File: src/wheel30_prime_bitmap_expander_core_assert.svh
// ----------------------------------------------------------------------------
// wheel30 expander assertion macros
// Shared concurrent assertion wrappers for the wheel bitmap expander.
// ----------------------------------------------------------------------------
`ifndef WHEEL30_PRIME_BITMAP_EXPANDER_CORE_ASSERT_SVH
`define WHEEL30_PRIME_BITMAP_EXPANDER_CORE_ASSERT_SVH

// clocked assertion, disabled while reset is high
`define W30_ASSERT_RST(lbl, clk_s, rst_s, prop, msg) \
  lbl: assert property (@(posedge clk_s) disable iff (rst_s) (prop)) else $error(msg);

// clocked assertion that also holds during reset
`define W30_ASSERT(lbl, clk_s, prop, msg) \
  lbl: assert property (@(posedge clk_s) (prop)) else $error(msg);

`endif

File: src/w30pbe_pkg.sv
// ----------------------------------------------------------------------------
// w30pbe_pkg
// Types and constants for the mod-30 wheel prime bitmap expander.
// ----------------------------------------------------------------------------
`default_nettype none

package w30pbe_pkg;

  // field widths
  localparam int BYTE_W    = 8;
  localparam int SPAN_W    = 58;
  localparam int PRIME_W   = 63;
  localparam int RES_W     = 5;
  localparam int NUM_RES   = 8;
  localparam int BIT_IDX_W = 3;

  // configuration port
  localparam int CFG_IDX_W  = 4;
  localparam int CFG_DATA_W = RES_W;

  // wheel of 30 built as 32 - 2 with two shifts
  localparam int WHEEL_SHL_HI  = 5;
  localparam int WHEEL_SHL_LO  = 1;
  localparam int WHEEL_MODULUS = (1 << WHEEL_SHL_HI) - (1 << WHEEL_SHL_LO);

  typedef logic [RES_W-1:0] residue_t;

  // standard wheel residues at reset
  localparam residue_t WHEEL_RESET [NUM_RES] = '{
    residue_t'(1), residue_t'(7), residue_t'(11), residue_t'(13),
    residue_t'(17), residue_t'(19), residue_t'(23), residue_t'(29)
  };

  // sequencer states
  typedef enum logic [1:0] {
    ST_IDLE,
    ST_BASE,
    ST_EMIT
  } state_t;

  // index of the lowest set bit of a byte
  function automatic logic [BIT_IDX_W-1:0] lowest_bit(input logic [BYTE_W-1:0] m);
    logic [BIT_IDX_W-1:0] idx;
    idx = '0;
    for (int i = BYTE_W - 1; i >= 0; i--) begin
      if (m[i]) begin
        idx = BIT_IDX_W'(i);
      end
    end
    return idx;
  endfunction

endpackage

`default_nettype wire

File: src/wheel30_prime_bitmap_expander_core.sv
// ----------------------------------------------------------------------------
// wheel30_prime_bitmap_expander_core
// Expands a mod-30 wheel prime bitmap into prime values, one per set bit.
// ----------------------------------------------------------------------------
// Each accepted byte covers one block of 30 numbers. The block number is
// span_base when new_span is set, otherwise a running counter that advances
// by one per byte and wraps at 2**BLOCK_BITS. For every set bit, lowest first,
// one result 30 * block + residue is sent, and the final one of the byte
// carries last_of_byte; a zero byte sends nothing but still advances the
// counter. The input is stalled while a byte is in work: the byte is taken
// in the idle state, then in the base state the shared 63-bit adder forms
// 30 * block as (block << 5) - (block << 1), then in the emit state the same
// adder adds the residue for each result. An output stall holds the emit
// state. The eight residues are write-only registers at indexes 0..7 that
// reset to 1, 7, 11, 13, 17, 19, 23, 29; writes to other indexes are
// dropped.
`default_nettype none

module wheel30_prime_bitmap_expander_core
  import w30pbe_pkg::*;
#(
  parameter int BLOCK_BITS = 58
) (
  input  wire logic                  clk,
  input  wire logic                  rst,
  // configuration
  input  wire logic                  cfg_wr_en,
  input  wire logic [CFG_IDX_W-1:0]  cfg_index,
  input  wire logic [CFG_DATA_W-1:0] cfg_data,
  // input channel
  input  wire logic                  in_valid,
  output      logic                  in_stall,
  input  wire logic [BYTE_W-1:0]     bitmap_byte,
  input  wire logic                  new_span,
  input  wire logic [SPAN_W-1:0]     span_base,
  // output channel
  output      logic                  out_valid,
  input  wire logic                  out_stall,
  output      logic [PRIME_W-1:0]    prime_value,
  output      logic                  last_of_byte
);

`include "wheel30_prime_bitmap_expander_core_assert.svh"

  state_t                  state, state_next;
  residue_t                residue [NUM_RES];
  logic [BLOCK_BITS-1:0]   block_counter;
  logic [BLOCK_BITS-1:0]   blk;
  logic [BLOCK_BITS-1:0]   blk_sel;
  logic [BYTE_W-1:0]       mask;
  logic [BYTE_W-1:0]       mask_rest;
  logic [BIT_IDX_W-1:0]    bit_idx;
  logic [PRIME_W-1:0]      base;
  logic [PRIME_W-1:0]      blk_ext;
  logic [PRIME_W-1:0]      add_a, add_b, add_sum;
  logic                    add_cin;
  logic                    in_accept;
  logic                    out_free;
  logic                    base_load;
  logic                    out_load;

  // handshake terms
  assign in_accept = in_valid && !in_stall;
  assign out_free  = !out_valid || !out_stall;

  // block number of the incoming byte
  assign blk_sel = new_span ? span_base[BLOCK_BITS-1:0] : block_counter;

  // pending bit selection
  assign bit_idx   = lowest_bit(mask);
  assign mask_rest = mask & (mask - BYTE_W'(1));

  // shared adder
  assign blk_ext = PRIME_W'(blk);
  assign add_sum = add_a + add_b + PRIME_W'(add_cin);

  // next state
  always_comb begin
    state_next = state;
    case (state)
      ST_IDLE: begin
        if (in_accept) state_next = ST_BASE;
      end
      ST_BASE: begin
        state_next = (mask == '0) ? ST_IDLE : ST_EMIT;
      end
      ST_EMIT: begin
        if (out_free && mask_rest == '0) state_next = ST_IDLE;
      end
      default: state_next = ST_IDLE;
    endcase
  end

  // sequencer outputs and adder operand select
  always_comb begin
    in_stall  = 1'b1;
    base_load = 1'b0;
    out_load  = 1'b0;
    add_a     = base;
    add_b     = PRIME_W'(residue[bit_idx]);
    add_cin   = 1'b0;
    case (state)
      ST_IDLE: begin
        in_stall = 1'b0;
      end
      ST_BASE: begin
        base_load = 1'b1;
        add_a     = blk_ext << WHEEL_SHL_HI;
        add_b     = ~(blk_ext << WHEEL_SHL_LO);
        add_cin   = 1'b1;
      end
      ST_EMIT: begin
        out_load = out_free;
      end
      default: begin
        in_stall = 1'b1;
      end
    endcase
  end

  // state register
  always_ff @(posedge clk) begin
    if (rst) begin
      state <= ST_IDLE;
    end else begin
      state <= state_next;
    end
  end

  // residue registers
  always_ff @(posedge clk) begin
    if (rst) begin
      for (int i = 0; i < NUM_RES; i++) begin
        residue[i] <= WHEEL_RESET[i];
      end
    end else if (cfg_wr_en && cfg_index < CFG_IDX_W'(NUM_RES)) begin
      residue[cfg_index[BIT_IDX_W-1:0]] <= cfg_data;
    end
  end

  // running block counter and pending bits
  always_ff @(posedge clk) begin
    if (rst) begin
      block_counter <= '0;
      mask          <= '0;
    end else if (in_accept) begin
      block_counter <= blk_sel + BLOCK_BITS'(1);
      mask          <= bitmap_byte;
    end else if (out_load) begin
      mask          <= mask_rest;
    end
  end

  // block and base registers
  always_ff @(posedge clk) begin
    if (in_accept) begin
      blk <= blk_sel;
    end
    if (base_load) begin
      base <= add_sum;
    end
  end

  // output register
  always_ff @(posedge clk) begin
    if (rst) begin
      out_valid <= 1'b0;
    end else if (out_load) begin
      out_valid <= 1'b1;
    end else if (!out_stall) begin
      out_valid <= 1'b0;
    end
  end

  always_ff @(posedge clk) begin
    if (out_load) begin
      prime_value  <= add_sum;
      last_of_byte <= (mask_rest == '0);
    end
  end

  // assertions
  `W30_ASSERT_RST(a_accept_to_base, clk, rst,
    in_accept |=> state == ST_BASE, "accepted byte did not start base computation")
  `W30_ASSERT_RST(a_emit_has_bits, clk, rst,
    state == ST_EMIT |-> mask != '0, "emit state with no pending bits")
  `W30_ASSERT_RST(a_mid_byte_busy, clk, rst,
    (out_valid && !last_of_byte) |-> (state == ST_EMIT && in_stall),
    "result before the last of a byte while sequencer is not emitting")
  `W30_ASSERT_RST(a_base_exit, clk, rst,
    state == ST_BASE |=> (state == ST_EMIT || state == ST_IDLE),
    "base computation not followed by emit or idle")

endmodule

`default_nettype wire
File: config.mk
export PLATFORM = sky130hd
export DESIGN_NAME = wheel30_prime_bitmap_expander_core
export DESIGN_NICKNAME = d
export VERILOG_FILES = /design/src/w30pbe_pkg.sv /design/src/wheel30_prime_bitmap_expander_core.sv
export VERILOG_INCLUDE_DIRS = /design/src /design/src/src
export SDC_FILE = /design/constraint.sdc
export NUM_CORES = 1
export LEC_CHECK = 0
export BUFFER_PORTS_ARGS = -buffer_cell sky130_fd_sc_hd__buf_4
export CELL_PAD_IN_SITES_DETAIL_PLACEMENT = 1
export CELL_PAD_IN_SITES_GLOBAL_PLACEMENT = 2
export CORE_AREA = 2 2 213 215
export DETAILED_ROUTE_END_ITERATION = 10
export DIE_AREA = 0 0 215 217
export PLACE_DENSITY = 0.9
export SYNTH_ARGS = -nofsm -noshare
export SYNTH_HDL_FRONTEND = slang
export SYNTH_SLANG_ARGS = --single-unit
File: constraint.sdc
create_clock -name clk -period 7.28 [get_ports clk]
set_clock_uncertainty 0.2 [all_clocks]
set_input_delay 0.364 -clock clk [delete_from_list [all_inputs] [get_ports clk]]
set_output_delay 0.364 -clock clk [all_outputs]
set_load 0.01 [all_outputs]
## After elaboration in Yosys (flattened, before gate mapping)

Memory sizes are Yosys's and may differ from the RTL's.
Index checks and enable logic that the tools add are counted.
Widths: inputs -> output; s select.

- Register bits after elaboration: 254
- Bits in writable memories: 40
- Word-level logic and storage cells: 63
- Memories: 1

Memory list:

| name | depth | width | read ports | clocked after Yosys merged registers in | write ports | line | source |
|---|---|---|---|---|---|---|---|
| residue | 8 | 5 | 1 | 0 | 8 | wheel30_prime_bitmap_expander_core.sv:46 | `residue_t residue [NUM_RES];` |

- Multiplexer cells: 30
- Bitwise operators: 2
- Add/sub/neg operators: 4
- Order comparisons: 1
- Reduce and logical (&&, ||, !) cells: 12
- Equal/unequal tests: 5

Operator list:

| kind | number |
|---|---|
| $mux 63 | 2 |
| $add 63x1->63 | 1 |
| $add 63x63->63 | 1 |
| $not 59->63 | 1 |
| $add 58x1->58 const B | 1 |
| $mux 58 | 1 |
| $mux 3 | 9 |
| $logic_not 8->1 | 2 |
| $mux 8 | 2 |
| $mux 1 | 11 |
| $and 8x8->8 | 1 |
| $sub 8x1->8 const B | 1 |
| $mux 2 | 3 |
| $pmux 2 s3 | 1 |
| $mux 5 | 1 |
| $reduce_or 5->1 | 1 |
| $lt 4x4->1 const B | 1 |
| $ne 2x2->1 const B | 2 |
| $logic_and 1x1->1 | 3 |
| $eq 2x1->1 const B | 1 |
| $eq 2x2->1 const B | 1 |
| $logic_not 1->1 | 2 |
| $logic_not 2->1 | 1 |
| $ne 2x1->1 const B | 1 |
| 3 further kinds | 3 |

## Longest topological paths before layout

Gate-level depths: netlist (run 1).
An unclocked memory read counts as a cell.

- Word-level depth: 12
- Gate-level depth with buffers: 22
- Gate-level depth less buffers: 22

## Least setup slack after synthesis (run 1)

OpenSTA, ideal clock, no wires.

- Kind: register to register
- Start: reg mask[4]
- End: reg base[47], data pin
- Data arrival time: 5.004 ns
- Library setup time: 0.269 ns
- Data required time: 6.811 ns
- Setup slack: 1.808 ns
- Buffers on the path: 1
- Cell stages (with the launch flop): 20
- Path through: dfxtp_1 > clkbuf_1 > nor2_1 > nor2_1 > nor2_1 > o21ai_1 > mux4_2 > mux2_2 > o21a_1 > ha_1 > nand2_1 > a2111oi_1 > nor3b_1 > a2111oi_0 > nor4bb_1 > o31ai_1 > a221oi_1 > o21bai_1 > a21boi_0 > xnor2_1

- Cells in the longest elaborated chain, start to end: 9

Ends and longest elaborated chain:

| item | line | source |
|---|---|---|
| start: declaration | wheel30_prime_bitmap_expander_core.sv:50 | `logic [BYTE_W-1:0] mask;` |
| start signal: assignment | wheel30_prime_bitmap_expander_core.sv:148 | `mask <= bitmap_byte;` |
| start signal: assignment | wheel30_prime_bitmap_expander_core.sv:150 | `mask <= mask_rest;` |
| $mux 3 (5 in series) | w30pbe_pkg.sv:46 | `if (m[i]) begin` |
| $mem_v2 8x5 | - |  |
| $mux 63 | wheel30_prime_bitmap_expander_core.sv:102 | `case (state)` |
| $add 63x63->63 | wheel30_prime_bitmap_expander_core.sv:75 | `assign add_sum = add_a + add_b + PRIME_W'(add_cin);` |
| $add 63x1->63 | wheel30_prime_bitmap_expander_core.sv:75 |  |
| named net add_sum[47] | wheel30_prime_bitmap_expander_core.sv:55 | `logic [PRIME_W-1:0] add_a, add_b, add_sum;` |
| end signal: assignment | wheel30_prime_bitmap_expander_core.sv:160 | `base <= add_sum;` |
| end: declaration | wheel30_prime_bitmap_expander_core.sv:53 | `logic [PRIME_W-1:0] base;` |

The timed path passes the listed nets, and every way through them passes these cells.
A chain may end at the register's enable or synchronous reset.

## Worst setup path in the final report (run 1)

- Start: reg mask[6]
- End: reg prime_value[47], data pin

- Cells in the longest elaborated chain, start to end: 11

Ends and longest elaborated chain:

| item | line | source |
|---|---|---|
| $mux 3 (7 in series) | w30pbe_pkg.sv:46 |  |
| $mem_v2 8x5 | - |  |
| $mux 63 | wheel30_prime_bitmap_expander_core.sv:102 |  |
| $add 63x63->63 | wheel30_prime_bitmap_expander_core.sv:75 |  |
| $add 63x1->63 | wheel30_prime_bitmap_expander_core.sv:75 |  |
| named net add_sum[47] | wheel30_prime_bitmap_expander_core.sv:55 |  |
| end signal: assignment | wheel30_prime_bitmap_expander_core.sv:177 | `prime_value <= add_sum;` |
| end: declaration | wheel30_prime_bitmap_expander_core.sv:39 | `output logic [PRIME_W-1:0] prime_value,` |

The timed path passes the listed nets, and every way through them passes these cells.

==> metrics.log, run 1 <==
[metrics] result of the run: complete, no violations
[metrics] cell leakage power: 7.99 nW
[metrics] Final Worst Setup Slack: 1.14 ns
[metrics] count of fill cells added during filler insertion: 5,111
[metrics] Post-Layout Cell Count: 2,528
[metrics] asr flop ratio synth: 0%
[metrics] count leader, synth: nand2_1
[metrics] Yosys warning count: 0
[metrics] cell area after technology mapping: 0.0166 mm2
[metrics] number of cells upsized or downsized after cts: 0
[metrics] XOR/XNOR Fraction of Synth Area: 5.38%
[metrics] Compound-Gate Fraction of Synth Area: 12.5%
[metrics] standard-cell row count: 78
[metrics] area growth from synthesis to layout: 19.7%
[metrics] setup TNS: 0 ns
[metrics] proportion of layout cells with a drive suffix above 1: 14.6%
[metrics] Synth Area per Inst: 9.57 um2
[metrics] pre-CTS setup slack: 1.29 ns
[metrics] area leader, netlist: edfxtp_1
[metrics] utilization after layout: 44.5%
[metrics] pin count of the biggest net entering global routing: 79
[metrics] most instantiated cells after synthesis: 355 x nand2_1, 225 x edfxtp_1, 173 x nor2_1, 158 x a21oi_1, 69 x dfxtp_1
[metrics] most common flop cell mapped by yosys: edfxtp_1
[metrics] library cell contributing the largest single delay on the critical path: a221oi_1
[metrics] clk buf depth: 3
[metrics] Post-synth EDFFs: 225
[metrics] Adder-Cell Fraction of Synth Area: 4.70%
[metrics] TritonCTS clock tree: built
[metrics] fraction of the cycle the final worst path needs: 84.3%
[metrics] Horiz. Die Dim: 215 um
[metrics] vias in the first global route: 14,100
[metrics] mux share of post-synthesis cell area: 5.44%
[metrics] classification of the worst-slack hold path: in -> reg
[metrics] number of H-tree branching levels: 2
[metrics] element type at the critical path end: flop
[metrics] Worst VDD drop: 136 uV
[metrics] proportion of synthesized chip area in sequential cells: 49.0%
[metrics] placed instance count: 2,409
[metrics] number of antenna violations at the first check in global routing: 4
[metrics] most area-consuming cells after synthesis: edfxtp_1 41%, dfxtp_1 8.3%, nand2_1 8.0%
[metrics] via-per-instance ratio: 5.25
[metrics] Power Total: 4.89 mW
[metrics] CP Max Fanout: 10
[metrics] total wirelength of the detailed-routed design: 49,600 um
[metrics] endpoints failing setup: 0
[metrics] clock sink count: 294
[metrics] num ports: 147
[metrics] library cell appearing most often on the critical path: nor2_1
[metrics] Worst-Skew Late Latency: 0.55 ns
[metrics] distinct cell type count of the synthesized netlist: 76
[metrics] number of search-and-repair iterations in the first detailed-routing pass: 5
[metrics] max_cap viols: 0
[metrics] global-route wire length before repair: 78,500 um
[metrics] top-area cell type share of the netlist area: 40.7%
[metrics] Worst Path Required: 7.36 ns
[metrics] drt initial violations: 712
[metrics] Final HPWL DP: 35,700 um
[metrics] Worst Path Buf+Inv: 2
[metrics] Floorplan Core Area: 0.0447 mm2
[metrics] number of buffers inserted by hold repair at cts: 53
[metrics] final critical path time including I/O delays and setup: 6.14 ns
[metrics] routed len/inst: 19.6 um
[metrics] Crit path arrival time: 6.22 ns
[metrics] startpoint types: flop
[metrics] number of nets with antenna violations after routing: 0
[metrics] FF+latch count, synth: 294
[metrics] overall die area: 0.0467 mm2
[metrics] clk slew on worst S/H paths: 0.06 ns
[metrics] critical path, cell by cell: inv_1, a21oi_1, nor2_1, nor2_1, nor2_1, o21ai_1, buf_4, mux4_2, mux2i_1, a21boi_0, ha_1, a21oi_1, o22ai_1, nor3b_1, a2111oi_0, nor4bb_1, o31ai_1, a221oi_1, o21bai_1, a21boi_0, xnor2_1
[metrics] count of buffers from port buffering: 146
[metrics] area share of and/or/nand/nor cells after synthesis: 19.5%
[metrics] Setup Fix Bufs, Post-CTS: 0
[metrics] slew at the pin closest to its max-slew limit: 1.01 ns
[metrics] combinational family with the most area after synthesis: simple AND/OR/NAND/NOR gates
[metrics] worst setup path class: reg -> reg
[metrics] total via count after detailed routing: 13,300
[metrics] number of remaining DRC errors: 0
[metrics] nets in the synthesized netlist: 1,878
[metrics] starting utilization of the core area: 37.2%
[metrics] final hold vios: 0
[metrics] setup repair after global routing missed its margin: no
[metrics] power density normalized to cell area: 246 mW/mm2
[metrics] delay of the slowest cell on the worst path: 0.76 ns
[metrics] Top Family by Delay on Critical Path: compound AO/OA/AOI/OAI gates
[metrics] CTS buffer count: 36
[metrics] Slew headroom: 32.4%
[metrics] vertical die dimension: 217 um
[metrics] overall routing resource usage: 21.2%
[metrics] pins over their slew limit: 0
[metrics] total grt overflow: 0
[metrics] Max Clock Freq: 163 MHz
[metrics] Final GP Congestion: 0.873
[metrics] Mapped Cells: 1,736
[metrics] # nets final: 2,042
[metrics] clock root buffer master: clkbuf_16
report_power, final:
| part | switching [mW] | leakage [nW] | internal, mW | total (mW) |
|---|---|---|---|---|
| sequential | 0.0621 | 2.70 | 2.00 | 2.06 |
| clock | 0.720 | 0.575 | 1.09 | 1.81 |
| combinational | 0.640 | 4.72 | 0.380 | 1.02 |
logic make-up after synthesis:
| logic type | after synthesis |
|---|---|
| compound gates | 341 |
| xor+xnor | 102 |
| fa+ha+maj | 62 |
| buf+inv | 139 |
| flops | 294 |
| mux | 74 |
| simple gates | 724 |
cell usage in the layout, fill, tap and decap left out, types with 5 or more instances in the layout:
master         synthesis  routed
nand3b_1              16      16
or2_2                 10      10
buf_4                  0     156
nor2_1               173     173
clkinv_2               0       7
ha_1                  60      60
clkbuf_16              0      37
clkbuf_8               0       5
and3_1                13      13
nor3_1                26      26
a211oi_1               8       8
or3_1                 10      10
nor2b_1                6       6
o21a_1                17      17
xor2_1                35      35
o21ai_0               53      53
nand3_1               37      37
inv_1                 54      53
and2_1                11      11
edfxtp_1             225     225
a21boi_0               7       7
mux2i_1               34      34
nor4_1                 9       9
nand2_1              355     354
a21oi_1              158     158
xnor2_1               67      67
a31oi_1               10      10
o21bai_1              15      15
mux2_2                30      30
nand2b_1              19      18
dfxtp_1               69      69
a21o_1                22      22
o31ai_1                7       7
nand4_1               15      15
a22oi_1                9       9
mux4_2                10      10
dlygate4sd3_1          0      53
clkbuf_1              64       8
layer usage:
metal  global-route usage [%]  vias up  wire length (um)
met5                        0        -                49
met4                     5.91        6              1030
met1                     27.5     6501             22500
met2                     36.9      226             24000
li1                         -     6460                 -
met3                     3.27       72              2010
worst paths after layout:
check	start	to	slack, ns	cells after the start
setup / recovery	mask[6]	prime_value[47]	1.14	21
hold / removal	span_base[29]	blk[29]	0.02	2
hold reg to reg	block_counter[45]	block_counter[45]	0.25	2
setup reg to reg	mask[6]	prime_value[47]	1.14	21
sequential cells by signal, indices dropped and copies added, names as in the netlist:
register       cells
last_of_byte       1
base              63
state              2
block_counter     58
prime_value       63
out_valid          1
residue           40
blk               58
mask               8
metrics by stage:
| step | area [um2] | hold slack [ns] |
|---|---|---|
| floorplan | 16600 | 0.229 |
| global placement | 18200 | 0.236 |
| detailed placement | 18200 | 0.245 |
| CTS | 19900 | 0.000391 |
| global route | 19900 | 0.0286 |
| finish | 19900 | 0.0210 |
area by class of cell:
| type | count | area, um2 | share of cell area [%] |
|---|---|---|---|
| clock inverter | 14 | 148 | 0.742 |
| clock buffer | 50 | 1020 | 5.15 |
| timing repair buffer | 209 | 1700 | 8.56 |
| inverter | 56 | 215 | 1.08 |
| multi-input combinational | 1303 | 7900 | 39.7 |
| sequential | 294 | 8140 | 40.9 |
| tap | 600 | 751 | 3.78 |
| antenna | 2 | 5.00 | 0.0252 |
Note: power is estimated with default switching activity, not from simulation.
==> run 2, diff against run 1 <==
--- a/config.mk
+++ b/config.mk
@@ -6,13 +6,14 @@
 export SDC_FILE = /design/constraint.sdc
 export NUM_CORES = 1
 export LEC_CHECK = 0
+export ABC_AREA = 1
 export BUFFER_PORTS_ARGS = -buffer_cell sky130_fd_sc_hd__buf_4
 export CELL_PAD_IN_SITES_DETAIL_PLACEMENT = 1
 export CELL_PAD_IN_SITES_GLOBAL_PLACEMENT = 2
-export CORE_AREA = 2 2 213 215
+export CORE_AREA = 2 2 246 248
 export DETAILED_ROUTE_END_ITERATION = 10
-export DIE_AREA = 0 0 215 217
-export PLACE_DENSITY = 0.9
+export DIE_AREA = 0 0 248 250
+export PLACE_DENSITY = 0.88
 export SYNTH_ARGS = -nofsm -noshare
 export SYNTH_HDL_FRONTEND = slang
 export SYNTH_SLANG_ARGS = --single-unit
==> constraint.sdc (replaced) <==
create_clock -name clk -period 5.15 [get_ports clk]
set_clock_uncertainty 0.2 [all_clocks]
set_input_delay 0.2575 -clock clk [delete_from_list [all_inputs] [get_ports clk]]
set_output_delay 0.2575 -clock clk [all_outputs]
set_load 0.01 [all_outputs]
==> run 2 against run 1 <==
Compared with the run above: hold slack better by 0.0026 ns; routed wire length is 43% higher; area after synthesis is 13% higher; design area is 13% higher; largest cell class is now multi-input gates.
==> metrics.log, run 2 <==
[metrics] Yosys warning count: 0
[metrics] Crit path arrival time: 4.63 ns
[metrics] fraction of the cycle the final worst path needs: 88.0%
[metrics] Worst Path Required: 5.25 ns
[metrics] count leader, synth: nand2_1
[metrics] overall die area: 0.0620 mm2
[metrics] Synth Area per Inst: 7.25 um2
[metrics] slew at the pin closest to its max-slew limit: 1.02 ns
[metrics] library cell appearing most often on the critical path: nand2_1
[metrics] Top Family by Delay on Critical Path: simple AND/OR/NAND/NOR gates
[metrics] diodes inserted: 0
[metrics] asr flop ratio synth: 0%
[metrics] area growth from synthesis to layout: 19.5%
[metrics] worst setup path class: reg -> reg
[metrics] top-area cell type share of the netlist area: 36.0%
[metrics] startpoint types: flop
[metrics] Mapped Cells: 2,586
[metrics] final hold vios: 0
[metrics] setup repair after global routing missed its margin: no
[metrics] Final Worst Setup Slack: 0.617 ns
[metrics] post-route design area: 0.0224 mm2
[metrics] cell area after technology mapping: 0.0188 mm2
[metrics] proportion of layout cells with a drive suffix above 1: 9.94%
[metrics] distinct cell type count of the synthesized netlist: 42
[metrics] setup TNS: 0 ns
[metrics] delay of the slowest cell on the worst path: 0.41 ns
[metrics] Final HPWL DP: 56,400 um
[metrics] Horiz. Die Dim: 248 um
[metrics] Worst VDD drop: 202 uV
[metrics] worst setup path end: prime_value[60]
[metrics] standard-cell row count: 90
[metrics] Power Total: 7.38 mW
[metrics] total wirelength of the detailed-routed design: 70,900 um
[metrics] proportion of synthesized chip area in sequential cells: 43.4%
[metrics] number of cells upsized or downsized after cts: 0
[metrics] pin count of the biggest net entering global routing: 86
[metrics] element type at the critical path end: flop
[metrics] placed cell area: 0.0207 mm2
[metrics] vias in the first global route: 18,500
[metrics] crit path from: mask[7]
[metrics] Slew headroom: 31.8%
[metrics] vertical die dimension: 250 um
[metrics] Worst-Skew Late Latency: 0.57 ns
[metrics] FF+latch count, synth: 294
[metrics] R2R Setup Slk: 0.62 ns
[metrics] final critical path time including I/O delays and setup: 4.53 ns
[metrics] result of the run: complete, no violations
[metrics] drt initial violations: 978
[metrics] Post-Layout Cell Count: 3,599
[metrics] Worst Path Buf+Inv: 4
[metrics] clock root buffer master: clkbuf_16
[metrics] endpoints failing setup: 0
[metrics] pins over their slew limit: 0
[metrics] count of buffers from port buffering: 146
[metrics] placed instance count: 3,475
[metrics] clock sink count: 294
[metrics] total via count after detailed routing: 17,800
[metrics] clk buf depth: 3
[metrics] area leader, netlist: edfxtp_1
[metrics] CTS buffer count: 37
[metrics] number of remaining DRC errors: 0
[metrics] endpoint of the most critical register-to-register path: prime_value[60]
[metrics] utilization after layout: 37.6%
[metrics] number of H-tree branching levels: 2
[metrics] met1 wire length: 33,000 um
[metrics] registers with the most flip-flops: base (63), prime_value (63)
[metrics] critical path, cell by cell: nor2_1, o31ai_1, nand2_1, clkinv_1, nand3_1, nand3_1, nand3_1, ha_1, inv_1, nand2_1, inv_1, fa_1, inv_1, nand3_1, nand2_1, nand2_1, o211ai_1, nand2_1, nand2_1, nand2_1, nand2_1, nand2_1, nand3_1, nand2_1
[metrics] TritonCTS clock tree: built
[metrics] worst hold slack: 0.0236 ns
[metrics] depth of the worst register-to-register path: 24
[metrics] Floorplan Core Area: 0.0596 mm2
[metrics] most area-consuming cells after synthesis: edfxtp_1 36%, nand2_1 13%, nor2_1 9.7%
[metrics] num ports: 147
[metrics] most instantiated cells after synthesis: 656 x nand2_1, 486 x nor2_1, 384 x inv_1, 225 x edfxtp_1, 184 x nand3_1
[metrics] clk slew on worst S/H paths: 0.06 ns
[metrics] classification of the worst-slack hold path: in -> reg
[metrics] most common flop cell mapped by yosys: edfxtp_1
[metrics] total grt overflow: 0
[metrics] most common cell after layout, fill and taps aside: nand2_1
[metrics] cell leakage power: 10.0 nW
[metrics] highest routing layer actually used: met4
[metrics] starting utilization of the core area: 31.5%
[metrics] CP Max Fanout: 11
[metrics] Final GP Congestion: 0.943
[metrics] via-per-instance ratio: 4.95
[metrics] power density normalized to cell area: 329 mW/mm2
[metrics] number of nets with antenna violations after routing: 0
[metrics] overall routing resource usage: 22.9%
[metrics] # nets final: 2,930
[metrics] leading cell types in the layout, fill and taps excluded: 655 x nand2_1, 486 x nor2_1, 383 x inv_1
[metrics] library cell contributing the largest single delay on the critical path: clkinv_1
[metrics] max_cap viols: 0
[metrics] global-route wire length before repair: 108,000 um
[metrics] met3 wire length: 2660 um
[metrics] pre-CTS setup slack: 0.722 ns
[metrics] nets in the synthesized netlist: 2,728
[metrics] logic depth of the worst setup path including buffers: 24
[metrics] number of search-and-repair iterations in the first detailed-routing pass: 5
[metrics] Max Clock Freq: 221 MHz
[metrics] reg-to-reg critical path startpoint: mask[7]
[metrics] number of antenna violations at the first check in global routing: 0
[metrics] amount of wire on met2 after detailed routing: 32,600 um
[metrics] Post-synth EDFFs: 225
[metrics] routed len/inst: 19.7 um
## run 2: cell count changes after synthesis, moves of 30 or more
cell / delta
a21oi_1: -42
nand2_1: +301
nand3_1: +147
inv_1: +330
nor2_1: +313
mux2_2: -30
mux2i_1: -34
clkbuf_1: -34
xnor2_1: -59
o21ai_0: +42
## run 2: timing repair
action,4_1_cts,5_1_grt
endpoints found under the hold margin,77,0
buffers inserted,0,0
hold buffers,56,0
## run 2: final cells by class
| type | count | area [um2] |
|---|---|---|
| repair buffers | 214 | 1770 |
| clock buffers | 43 | 948 |
| inverters | 394 | 1480 |
| multi-input cells | 1847 | 8870 |
| fillers | 7363 | 37200 |
| well taps | 782 | 978 |
| flip-flops and latches | 294 | 8140 |
| clock inverters | 25 | 226 |
## run 2: logic make-up (layout without fill, tap and decap cells)
family | after synthesis | after routing | synth area share (%)
adder cells (fa/ha/maj) | 61 | 61 | 4.11
AO/OA/AOI/OAI | 308 | 308 | 9.45
flip-flops | 294 | 294 | 43.4
XOR/XNOR | 61 | 61 | 2.85
AND/OR/NAND/NOR | 1417 | 1417 | 30.9
buffers and inverters | 445 | 676 | 9.35
## run 2: worst reg2reg max path: cells and delay by family, from the launching register on
family	cells	cell delay, ns
and+or+nand+nor	16	2.18
buffers and inverters	4	0.63
adders and majority gates	2	0.56
AOI/OAI and AO/OA	2	0.37
DFF	1	0.33
## run 2: worst min path at each step
stage,start,end,cells after the start
global route,span_base[56],blk[56],4
global placement,block_counter[1],block_counter[1],2
floorplan,rst,state[0],1
finish,span_base[43],blk[43],5
CTS,span_base[51],blk[51],5
detailed placement,block_counter[1],block_counter[1],2
## run 2: routing by layer
layer	up-vias	GRT usage, %
met5	-	0
met3	112	2.46
met4	0	8.21
li1	8723	-
met1	8583	31.2
met2	412	37.4
## run 2: power breakdown
group          leakage (nW)  internal (mW)  switching (mW)
clock                 0.555           1.45            1.14
sequential             2.69           2.87          0.0754
combinational          6.78          0.560            1.29
